$ cat src/hdl/cbd_pkg.sv
package cbd_pkg;

	// default widths and reset values
	localparam int unsigned SIZE_BITS_DEF = 64;
	localparam logic [15:0] MAX_LINE_RST  = 16'd8192;
	localparam logic [15:0] LINE_LEN_SAT  = 16'hFFFF;

	// decoder phases
	localparam int unsigned PHASE_W = 3;
	localparam logic [PHASE_W-1:0] PH_SIZE   = 3'd0;
	localparam logic [PHASE_W-1:0] PH_EXT    = 3'd1;
	localparam logic [PHASE_W-1:0] PH_BADHEX = 3'd2;
	localparam logic [PHASE_W-1:0] PH_OVF    = 3'd3;
	localparam logic [PHASE_W-1:0] PH_DATA   = 3'd4;
	localparam logic [PHASE_W-1:0] PH_CEND   = 3'd5;
	localparam logic [PHASE_W-1:0] PH_TRAIL  = 3'd6;
	localparam logic [PHASE_W-1:0] PH_DONE   = 3'd7;

	// error codes
	localparam logic [3:0] ERR_NONE    = 4'd0;
	localparam logic [3:0] ERR_BARE_CR = 4'd1;
	localparam logic [3:0] ERR_NUL     = 4'd2;
	localparam logic [3:0] ERR_TOOLONG = 4'd3;
	localparam logic [3:0] ERR_BADHEX  = 4'd4;
	localparam logic [3:0] ERR_BADEND  = 4'd5;
	localparam logic [3:0] ERR_CLOSED  = 4'd6;
	localparam logic [3:0] ERR_OVF     = 4'd7;
	localparam logic [3:0] ERR_EXCESS  = 4'd8;

	// characters
	localparam logic [7:0] CH_NUL   = 8'h00;
	localparam logic [7:0] CH_LF    = 8'h0A;
	localparam logic [7:0] CH_CR    = 8'h0D;
	localparam logic [7:0] CH_SPACE = 8'h20;
	localparam logic [7:0] CH_SEMI  = 8'h3B;

	// one result beat
	typedef struct packed {
		logic       payload_valid;
		logic [7:0] payload_byte;
		logic       body_done;
		logic [3:0] error_code;
	} res_t;

	// hex digit decode: {ok, value}
	function automatic logic [4:0] hex_decode(input logic [7:0] b);
		logic [4:0] r;
		r = 5'd0;
		if (b >= 8'h30 && b <= 8'h39) begin
			r = {1'b1, 4'(b - 8'h30)};
		end else if (b >= 8'h41 && b <= 8'h46) begin
			r = {1'b1, 4'(b - 8'h37)};
		end else if (b >= 8'h61 && b <= 8'h66) begin
			r = {1'b1, 4'(b - 8'h57)};
		end
		return r;
	endfunction

endpackage

$ cat src/hdl/http_chunked_body_decoder.sv
// channel  direction  handshake              payload
// in       input      in_valid / in_stall    byte_value, stream_closed
// out      output     out_valid / out_stall  payload_valid, payload_byte, body_done, error_code
// cfg      input      cfg_valid / cfg_ready  cfg_data (max_line_length)
//
// One result beat per input beat; a new byte is taken every cycle while in_stall is low.
// Each byte passes the input register, then the decode step into the result register.
// The decode step (64-bit size decrement or hex shift, 16-bit line count) sets the clock.
// arst_n clears the decoder to the size-line phase and sets the line limit to 8192.
// out_stall backs up into in_stall only when both registers are full.
// cfg_ready is high only while both registers are empty.
module http_chunked_body_decoder #(
	parameter int unsigned SIZE_BITS = cbd_pkg::SIZE_BITS_DEF
) (
	input  logic        clk,
	input  logic        arst_n,
	input  logic        in_valid,
	output logic        in_stall,
	input  logic [7:0]  byte_value,
	input  logic        stream_closed,
	output logic        out_valid,
	input  logic        out_stall,
	output logic        payload_valid,
	output logic [7:0]  payload_byte,
	output logic        body_done,
	output logic [3:0]  error_code,
	input  logic        cfg_valid,
	output logic        cfg_ready,
	input  logic [15:0] cfg_data
);

	logic          valid_s1;
	logic [7:0]    byte_s1;
	logic          closed_s1;
	logic          free, adv, accept;
	cbd_pkg::res_t res, res_q;

	assign adv       = valid_s1 && free;
	assign in_stall  = valid_s1 && !free;
	assign accept    = in_valid && !in_stall;
	assign cfg_ready = !valid_s1 && !out_valid;

	// input register
	always_ff @(posedge clk or negedge arst_n) begin
		if (!arst_n) begin
			valid_s1 <= 1'b0;
		end else if (accept) begin
			valid_s1 <= 1'b1;
		end else if (adv) begin
			valid_s1 <= 1'b0;
		end
	end

	always_ff @(posedge clk) begin
		if (accept) begin
			byte_s1   <= byte_value;
			closed_s1 <= stream_closed;
		end
	end

	cbd_core #(
		.SIZE_BITS (SIZE_BITS)
	) u_core (
		.clk       (clk),
		.arst_n    (arst_n),
		.cfg_we    (cfg_valid && cfg_ready),
		.cfg_data  (cfg_data),
		.adv       (adv),
		.byte_in   (byte_s1),
		.closed_in (closed_s1),
		.res       (res)
	);

	cbd_out_stage u_out (
		.clk       (clk),
		.arst_n    (arst_n),
		.load      (adv),
		.res       (res),
		.out_stall (out_stall),
		.out_valid (out_valid),
		.free      (free),
		.res_q     (res_q)
	);

	assign payload_valid = res_q.payload_valid;
	assign payload_byte  = res_q.payload_byte;
	assign body_done     = res_q.body_done;
	assign error_code    = res_q.error_code;

endmodule

$ cat src/hdl/cbd_core.sv
module cbd_core #(
	parameter int unsigned SIZE_BITS = cbd_pkg::SIZE_BITS_DEF
) (
	input  logic               clk,
	input  logic               arst_n,
	input  logic               cfg_we,
	input  logic [15:0]        cfg_data,
	input  logic               adv,
	input  logic [7:0]         byte_in,
	input  logic               closed_in,
	output cbd_pkg::res_t      res
);

	logic [cbd_pkg::PHASE_W-1:0] phase_q, phase_d;
	logic [SIZE_BITS-1:0]        chunk_q, chunk_d, chunk_dec;
	logic [15:0]                 line_len_q, line_len_d;
	logic [15:0]                 max_len_q;
	logic [3:0]                  err_q, err_d;
	logic                        cr_q, cr_d;

	// line framing results
	logic        lb_end, lb_err, lb_content, lb_cr;
	logic [3:0]  lb_code;
	logic [15:0] lb_len, len_inc;
	logic [4:0]  hex;

	logic pv, done;

	assign chunk_dec = chunk_q - 1'b1;
	assign hex       = cbd_pkg::hex_decode(byte_in);
	assign len_inc   = (line_len_q != cbd_pkg::LINE_LEN_SAT) ? line_len_q + 16'd1 : line_len_q;

	// frame one line byte: CRLF, NUL and length limit
	always_comb begin
		lb_end     = 1'b0;
		lb_err     = 1'b0;
		lb_content = 1'b0;
		lb_code    = cbd_pkg::ERR_NONE;
		lb_cr      = cr_q;
		lb_len     = line_len_q;
		if (cr_q) begin
			if (byte_in == cbd_pkg::CH_LF) begin
				lb_end = 1'b1;
				lb_cr  = 1'b0;
			end else begin
				lb_err  = 1'b1;
				lb_code = cbd_pkg::ERR_BARE_CR;
			end
		end else if (byte_in == cbd_pkg::CH_NUL) begin
			lb_err  = 1'b1;
			lb_code = cbd_pkg::ERR_NUL;
		end else begin
			lb_cr  = (byte_in == cbd_pkg::CH_CR);
			lb_len = len_inc;
			if (len_inc >= max_len_q) begin
				lb_err  = 1'b1;
				lb_code = cbd_pkg::ERR_TOOLONG;
			end else begin
				lb_content = !lb_cr;
			end
		end
	end

	// next state for one item
	always_comb begin
		phase_d    = phase_q;
		chunk_d    = chunk_q;
		line_len_d = line_len_q;
		err_d      = err_q;
		cr_d       = cr_q;
		pv         = 1'b0;
		done       = 1'b0;
		if (err_q == cbd_pkg::ERR_NONE) begin
			priority if (closed_in) begin
				if (phase_q != cbd_pkg::PH_DONE) err_d = cbd_pkg::ERR_CLOSED;
			end else if (phase_q == cbd_pkg::PH_DONE) begin
				err_d = cbd_pkg::ERR_EXCESS;
			end else begin
				unique case (phase_q)
					cbd_pkg::PH_DATA: begin
						pv      = 1'b1;
						chunk_d = chunk_dec;
						if (chunk_dec == '0) begin
							phase_d    = cbd_pkg::PH_CEND;
							line_len_d = 16'd0;
						end
					end
					cbd_pkg::PH_CEND: begin
						if (!cr_q && byte_in != cbd_pkg::CH_CR && byte_in != cbd_pkg::CH_NUL) begin
							err_d = cbd_pkg::ERR_BADEND;
						end else begin
							cr_d       = lb_cr;
							line_len_d = lb_len;
							if (lb_err) err_d = lb_code;
							if (lb_end) begin
								phase_d    = cbd_pkg::PH_SIZE;
								chunk_d    = '0;
								line_len_d = 16'd0;
							end
						end
					end
					cbd_pkg::PH_TRAIL: begin
						cr_d       = lb_cr;
						line_len_d = lb_len;
						if (lb_err) err_d = lb_code;
						if (lb_end) begin
							// an empty line holds only its CR
							if (line_len_q == 16'd1) begin
								phase_d = cbd_pkg::PH_DONE;
								done    = 1'b1;
							end
							line_len_d = 16'd0;
						end
					end
					default: begin
						// size line and its extension
						cr_d       = lb_cr;
						line_len_d = lb_len;
						if (lb_err) err_d = lb_code;
						if (lb_end) begin
							if (phase_q == cbd_pkg::PH_BADHEX) begin
								err_d = cbd_pkg::ERR_BADHEX;
							end else if (phase_q == cbd_pkg::PH_OVF) begin
								err_d = cbd_pkg::ERR_OVF;
							end else begin
								phase_d = (chunk_q == '0) ? cbd_pkg::PH_TRAIL : cbd_pkg::PH_DATA;
							end
							line_len_d = 16'd0;
						end else if (lb_content && phase_q == cbd_pkg::PH_SIZE) begin
							if (byte_in == cbd_pkg::CH_SEMI || byte_in == cbd_pkg::CH_SPACE) begin
								phase_d = cbd_pkg::PH_EXT;
							end else if (!hex[4]) begin
								phase_d = cbd_pkg::PH_BADHEX;
							end else if (chunk_q[SIZE_BITS-1 -: 4] != 4'd0) begin
								phase_d = cbd_pkg::PH_OVF;
							end else begin
								chunk_d = {chunk_q[SIZE_BITS-5:0], hex[3:0]};
							end
						end
					end
				endcase
			end
		end
	end

	// drop everything but the code once an error stands
	always_comb begin
		res.error_code    = err_d;
		res.payload_valid = (err_d == cbd_pkg::ERR_NONE) && pv;
		res.payload_byte  = ((err_d == cbd_pkg::ERR_NONE) && pv) ? byte_in : 8'd0;
		res.body_done     = (err_d == cbd_pkg::ERR_NONE) && done;
	end

	// advance decoder state on each beat
	always_ff @(posedge clk or negedge arst_n) begin
		if (!arst_n) begin
			phase_q    <= cbd_pkg::PH_SIZE;
			chunk_q    <= '0;
			line_len_q <= 16'd0;
			err_q      <= cbd_pkg::ERR_NONE;
			cr_q       <= 1'b0;
		end else if (adv) begin
			phase_q    <= phase_d;
			chunk_q    <= chunk_d;
			line_len_q <= line_len_d;
			err_q      <= err_d;
			cr_q       <= cr_d;
		end
	end

	// line length limit register
	always_ff @(posedge clk or negedge arst_n) begin
		if (!arst_n) begin
			max_len_q <= cbd_pkg::MAX_LINE_RST;
		end else if (cfg_we) begin
			max_len_q <= cfg_data;
		end
	end

	a_err_sticky: assert property (@(posedge clk) disable iff (!arst_n)
		err_q != cbd_pkg::ERR_NONE |=> err_q == $past(err_q))
		else $error("sticky error changed");

	a_err_repeat: assert property (@(posedge clk) disable iff (!arst_n)
		adv && err_q != cbd_pkg::ERR_NONE |-> res.error_code == err_q && !res.payload_valid)
		else $error("standing error not repeated");

	a_data_nonzero: assert property (@(posedge clk) disable iff (!arst_n)
		phase_q == cbd_pkg::PH_DATA |-> chunk_q != '0)
		else $error("data phase with empty chunk");

	a_data_line_clear: assert property (@(posedge clk) disable iff (!arst_n)
		phase_q == cbd_pkg::PH_DATA |-> line_len_q == 16'd0 && !cr_q)
		else $error("line state left over in data phase");

endmodule

$ cat src/hdl/cbd_out_stage.sv
module cbd_out_stage (
	input  logic          clk,
	input  logic          arst_n,
	input  logic          load,
	input  cbd_pkg::res_t res,
	input  logic          out_stall,
	output logic          out_valid,
	output logic          free,
	output cbd_pkg::res_t res_q
);

	logic valid_q;

	// slot can take a result when empty or being drained
	assign free      = !valid_q || !out_stall;
	assign out_valid = valid_q;

	// hold the result beat until taken
	always_ff @(posedge clk or negedge arst_n) begin
		if (!arst_n) begin
			valid_q <= 1'b0;
		end else if (load) begin
			valid_q <= 1'b1;
		end else if (!out_stall) begin
			valid_q <= 1'b0;
		end
	end

	always_ff @(posedge clk) begin
		if (load) begin
			res_q <= res;
		end
	end

endmodule

$ cat config.mk
export PLATFORM = sky130hd
export DESIGN_NAME = http_chunked_body_decoder
export DESIGN_NICKNAME = d
export VERILOG_FILES = /design/src/hdl/cbd_pkg.sv /design/src/hdl/http_chunked_body_decoder.sv /design/src/hdl/cbd_core.sv /design/src/hdl/cbd_out_stage.sv
export SDC_FILE = /design/constraint.sdc
export NUM_CORES = 1
export LEC_CHECK = 0
export BUFFER_PORTS_ARGS = -buffer_cell sky130_fd_sc_hd__buf_2
export CAP_MARGIN = 20
export CORE_AREA = 2 2 176 178
export DETAILED_ROUTE_END_ITERATION = 8
export DIE_AREA = 0 0 178 180
export PLACE_DENSITY = 0.47
export SYNTH_ARGS = -nofsm -noshare
export SYNTH_HDL_FRONTEND = slang
export SYNTH_SLANG_ARGS = --single-unit
export TNS_END_PERCENT = 10
$ cat constraint.sdc
create_clock -name clk -period 4.1 [get_ports clk]
set_clock_uncertainty 0.15 [all_clocks]
set_input_delay 0.615 -clock clk [delete_from_list [all_inputs] [get_ports clk]]
set_output_delay 0.615 -clock clk [all_outputs]
set_load 0.01 [all_outputs]
==> metrics.csv, run 1 <==
metric,value,unit
antenna_found_initial,0,
clock_latency,0.43,ns
r2r_end,u_core.line_len_q[7],
drt_pass1_iterations,5,
synth_compound_area_frac,0.2427,
syn_area,8907,um2
clock_sinks,129,
worstMarginPinSlew,0.8499,ns
synth-edff-count,23,
ir_worst_vdd,0.2522,mV
vias_per_cell,5.473,
drtIter0Drc,648,
synth_top_flop_cell,dfrtp_1,
synthMuxAreaShare,0.003652,
numPortBuffers,46,
clk_path_buf_depth,2,
syn_to_final_growth,23.51,%
p_leak,0.004604,uW
crit_path_max_fanout,13,
gp_congestion,0.8536,
root_buffer,clkbuf_16,
num_vias,8904,
drtAntennaViolNets,0,
regToRegSetupSlack,0.21,ns
coreArea,30190,um2
pre_cts_ws,-0.06690,ns
synth.net_count,1154,
yosysWarnings,0,
dieArea,32040,um2
nets,1273,
min_path_type,in -> async,
grt_overflow,0,
async_reset_ff_frac,0.8217,
fmax,0.2570,GHz
crit_required,4.23,ns
hold_violations,0,
ff2ff_path_depth,14,
r2r_start,u_core.chunk_q[12],
cp-start-kind,flip-flop,
layout_common_cells,"o21ai_0, nor2_1, buf_4",
grt_pass1_vias,8699,
routedWlPerCell,18.38,um
ioPinCount,47,
core.rowCount,64,
yosys.area_share.adder,0.03512,
htreeDepth,4,
synth-seq-area-share,0.3755,
synth_seq_cells,129,
final_max_slew_viol_count,0,
ys_types,72,
finalCriticalPeriod,3.890,ns
finalWirelength,29900,um
worst_slack,0.2095,ns
synth_xor_area_frac,0.04130,
cts-buffers-inserted,17,
dieWidth,178,um
synthSimpleGateAreaFrac,0.2510,
setup_viol,0,
start_util,0.2951,
postPlaceCellArea,10290,um2
dp_hpwl,20700,um
grt_max_degree,94,
grt_pass1_wl,47270,um
cts.clk_slew.worst_paths,0.06,ns
netlist_instances,1099,
postCtsHoldBufs,0,
fp.dieH,180,um
avgSynthCellArea,8.105,um2
synth_top_family_by_area,simple AND/OR/NAND/NOR gates,
drive_above_1_share,0.1998,
diodes,0,
fin_setup_tns,0,ns
post-route-cell-area,11000,um2
powerDensity,372.8,nW/um2
maxCapViolations,0,
power,4102,uW
final_common_cell,o21ai_0,
status,"complete, no violations",
crit_type,reg -> reg,
fillers,3114,
post-route-drc-count,0,
end_kind,flip-flop,
finalCritPeriodShare,0.9489,
cts_tree,yes,
grt.total_usage,0.1852,
max-slew-margin-rel,0.4334,
worstPathArrival,4.02,ns
==> power breakdown <==
part	total (uW)	internal, uW	switching, uW
clock network	1520	891	634
logic	1020	465	551
registers	1560	1460	102
total	4100	2820	1290
==> timing repair <==
item                       CTS  global route
pin swaps                    0             5
setup endpoints to repair   17            86
gates cloned                 0             4
gates resized for setup      1            15
hold endpoints to repair     0             0
setup buffers                0             3
==> synthesized netlist by cell type, drive strengths merged, types with 14 or more instances <==
master  count  area share
a21oi      72       0.040
a22oi      27       0.023
a32oi      18       0.018
clkbuf     60       0.025
dfrtp     105        0.29
edfxtp     23       0.078
ha         25       0.035
inv        45       0.019
nand2      90       0.038
nand3      26       0.015
nand4      28       0.020
nor2      118       0.050
nor3       53       0.031
nor4       35       0.028
o21ai     142       0.084
or3        14      0.0098
xnor2      24       0.024
xor2       18       0.018
==> kinds of logic after synthesis <==
kind of cell    after synthesis
compound gates              348
xor+xnor                     42
fa+ha+maj                    25
buf+inv                     114
flops                       129
mux                           3
simple gates                438
==> final cells by class <==
cell class / count / area [um2] / area share
timing repair buffer: 169 / 1234 / 0.1121
clock inverter: 14 / 141.4 / 0.01285
tap: 396 / 495.5 / 0.04504
clock buffer: 18 / 429.2 / 0.03901
sequential: 129 / 3344 / 0.3040
multi-input combinational: 856 / 5189 / 0.4716
inverter: 45 / 168.9 / 0.01535
==> flip-flops by register name, indices dropped and copies added (netlist names), 3 cells and up <==
register,count
u_core.err_q,4
u_core.max_len_q,16
u_core.line_len_q,16
byte_s1,8
u_out.res_q,14
u_core.chunk_q,64
u_core.phase_q,3
==> worst max-delay path: stages, from the launching register on <==
cell     delay (ns)
dfrtp_1        0.45
nor4_1         0.30
buf_4          0.17
or2b_1         0.25
buf_4          0.17
nor4_1         0.40
xor2_1         0.13
nor4b_2        0.37
buf_4          0.17
o211a_1        0.17
nand4_1        0.13
buf_4          0.20
nor4_4         0.32
buf_12         0.20
a41oi_1        0.15
==> how the worst max path moves through the flow <==
| stage | to | slack, ns | startpoint | depth (start not counted) |
|---|---|---|---|---|
| floorplan | u_core.chunk_q[55] | 0.007 | u_core.line_len_q[3] | 21 |
| global placement | u_core.line_len_q[7] | -0.07 | u_core.chunk_q[0] | 14 |
| detailed placement | u_core.line_len_q[7] | -0.07 | u_core.chunk_q[0] | 14 |
| CTS | u_core.line_len_q[7] | 0.06 | u_core.chunk_q[12] | 14 |
| global route | u_core.chunk_q[54] | -0.03 | u_core.line_len_q[6] | 16 |
| finish | u_core.line_len_q[7] | 0.21 | u_core.chunk_q[12] | 14 |
==> metal layers <==
metal	vias up	part of all wire	global-route usage
met5	-	0	0
met3	44	0.043	0.03046
li1	4319	-	-
met4	0	0.019	0.05738
met1	4273	0.47	0.2486
met2	268	0.47	0.3033
==> stage by stage <==
stage / hold WS, ns / util / instances
after floorplan: 0.1694 / - / 1099
final: 0.1371 / 0.3644 / 1627
after global routing: 0.1953 / 0.3644 / 1627
after detailed placement: 0.3466 / 0.3410 / 1588
after global placement: 0.3399 / 0.3410 / 1588
after CTS: 0.1761 / 0.3601 / 1620
No activity file was read; power rests on OpenSTA's default activity.
==> inputs of run 2 (changes only) <==
Settings changed: PLACE_DENSITY 0.47 to 0.45.
Clock period 4.1 ns to 4.6 ns, I/O delays scaled along.
==> metrics.csv, run 2 (synthesis gave the netlist of run 1 again) <==
metric,value,unit,change
powerDensity,346.3,nW/um2,was 372.8 nW/um2
dieArea,32040,um2,unchanged
grt_pass1_wl,47130,um,was 47270 um
largest_reg_flops,64,,unchanged
utilization,0.3481,,was 0.3644
end_kind,flip-flop,,unchanged
drive_above_1_share,0.1503,,was 0.1998
ioPinCount,47,,unchanged
p_leak,0.004311,uW,was 0.004604 uW
crit_type,reg -> reg,,unchanged
max-slew-margin-rel,0.3741,,was 0.4334
final_common_cell,o21ai_0,,unchanged
hold_violations,0,,unchanged
cts-buffers-inserted,17,,unchanged
syn_to_final_growth,17.97,%,was 23.51%
drt_pass1_iterations,5,,unchanged
finalCriticalPeriod,4.289,ns,was 3.890 ns
grt_pass1_vias,8466,,was 8699
ir_worst_vdd,0.2604,mV,was 0.2522 mV
p_sw_frac,0.3008,,was 0.3136
antenna_found_initial,0,,unchanged
worstMarginPinSlew,0.9316,ns,was 0.8499 ns
power_switching,1095,uW,was 1287 uW
clock_latency,0.43,ns,about the same
regMostFlops,u_core.chunk_q,,unchanged
grt_overflow,0,,unchanged
coreArea,30190,um2,unchanged
min_path_type,in -> async,,unchanged
crit_required,4.74,ns,was 4.23 ns
root_buffer,clkbuf_16,,unchanged
ff2ff_path_depth,12,,was 14
maxCapViolations,0,,unchanged
vias_per_cell,5.535,,was 5.473
clock_sinks,129,,unchanged
nets,1213,,was 1273
drtAntennaViolNets,0,,unchanged
cts_tree,yes,,unchanged
final_max_slew_viol_count,0,,unchanged
seqPwrFrac,0.397,,was 0.381
routedWlPerCell,18.93,um,was 18.38 um
post-route-drc-count,0,,unchanged
p_int,2544,uW,was 2815 uW
worstPathArrival,4.43,ns,was 4.02 ns
place_inst,1533,,was 1588
fin_setup_tns,0,ns,unchanged
htreeDepth,4,,unchanged
cts.clk_slew.worst_paths,0.06,ns,about the same
route.met2.wl,14380,um,was 14050 um
crit_path_max_fanout,16,,was 13
fillers,3196,,was 3114
grt.total_usage,0.1858,,was 0.1852
status,"complete, no violations",,unchanged
cts_setup_buffers,0,,unchanged
diodes,0,,unchanged
dp_hpwl,20390,um,was 20700 um
clkPwrFrac,0.400,,was 0.372
clk_path_buf_depth,2,,unchanged
drtIter0Drc,599,,was 648
cp-start-kind,flip-flop,,unchanged
stdcell_count,1567,,was 1627
num_vias,8674,,was 8904
finalCritPeriodShare,0.9323,,was 0.9489
grt_max_degree,128,,was 94
rsz0062_at_grt,no,,
finalWirelength,29660,um,was 29900 um
core.rowCount,64,,unchanged
setup_viol,0,,unchanged
pre_cts_ws,0.3446,ns,was -0.06690 ns
wirelength_met1,13830,um,was 13980 um
gp_congestion,0.8561,,was 0.8536
start_util,0.2951,,unchanged
top_layer,met4,,unchanged
combinationalPowerShare,0.203,,was 0.248
fmax,0.2332,GHz,was 0.2570 GHz
fp.dieH,180,um,unchanged
worst_slack,0.3114,ns,was 0.2095 ns
numPortBuffers,46,,unchanged
layout_common_cells,"o21ai_0, nor2_1, dfrtp_1",,"was o21ai_0, nor2_1, buf_4"
dieWidth,178,um,unchanged
largestRegisters,"u_core.chunk_q: 64 flops, u_core.line_len_q: 16 flops, u_core.max_len_q: 16 flops",,unchanged
met3_wirelength,1056,um,was 1297 um
-- run 2: layout make-up --
| class | instances | area [um2] | share of cell area |
|---|---|---|---|
| clock buffer | 18 | 429.2 | 0.04084 |
| clock inverter | 14 | 188.9 | 0.01798 |
| inverter | 45 | 168.9 | 0.01608 |
| multi-input combinational | 856 | 5137 | 0.4889 |
| sequential | 129 | 3344 | 0.3183 |
| tap | 396 | 495.5 | 0.04715 |
| timing repair buffer | 109 | 743.2 | 0.07073 |
-- run 2: timing repair --
item,in CTS,in global routing
hold buffers,0,0
gates resized for setup,0,5
endpoints found under the setup margin,0,60
-- run 2: critical path, stage by stage, from the launching register on --
cell	delay, ns
dfrtp_1	0.45
nor3_1	0.79
nand3_1	0.24
nor3_1	0.47
and3_1	0.40
nand2_1	0.08
a2111oi_0	0.42
buf_4	0.19
nand4_1	0.10
buf_4	0.19
nor4_4	0.32
buf_12	0.21
a41oi_1	0.13
-- run 2: path summary, 6_finish.rpt --
path	from	to	slack, ns
max reg2reg	u_core.chunk_q[6]	u_core.line_len_q[7]	0.31
min in group clk	stream_closed	closed_s1	0.28
min	arst_n	u_core.max_len_q[0]	0.23
max in group asynchronous	arst_n	u_core.line_len_q[11]	3.13
max	u_core.chunk_q[6]	u_core.line_len_q[7]	0.31
min reg2reg	u_core.chunk_q[59]	u_core.chunk_q[59]	0.36
-- run 2: through the flow --
stage	total power (uW)	hold WS, ns	cell area, um2
finish	3639	0.2315	10510
floorplan	1970	0.2444	8907
detailed placement	2207	0.3476	9854
global placement	2201	0.3443	9854
CTS	3680	0.2607	10470
global route	3864	0.2661	10510
-- run 2: metal layers --
layer,GRT usage,vias to the layer above
met1,0.2527,4267
met5,0,-
li1,-,4190
met3,0.02855,24
met4,0.05016,0
met2,0.3051,193
-- run 2: power by group through the flow --
stage	registers, uW	clock network [uW]	logic, uW
2_1_floorplan	1410	0	557
3_3_place_gp	1460	0	740
3_5_place_dp	1460	0	746
4_1_cts	1440	1490	750
5_1_grt	1470	1530	862
6_report	1440	1460	739
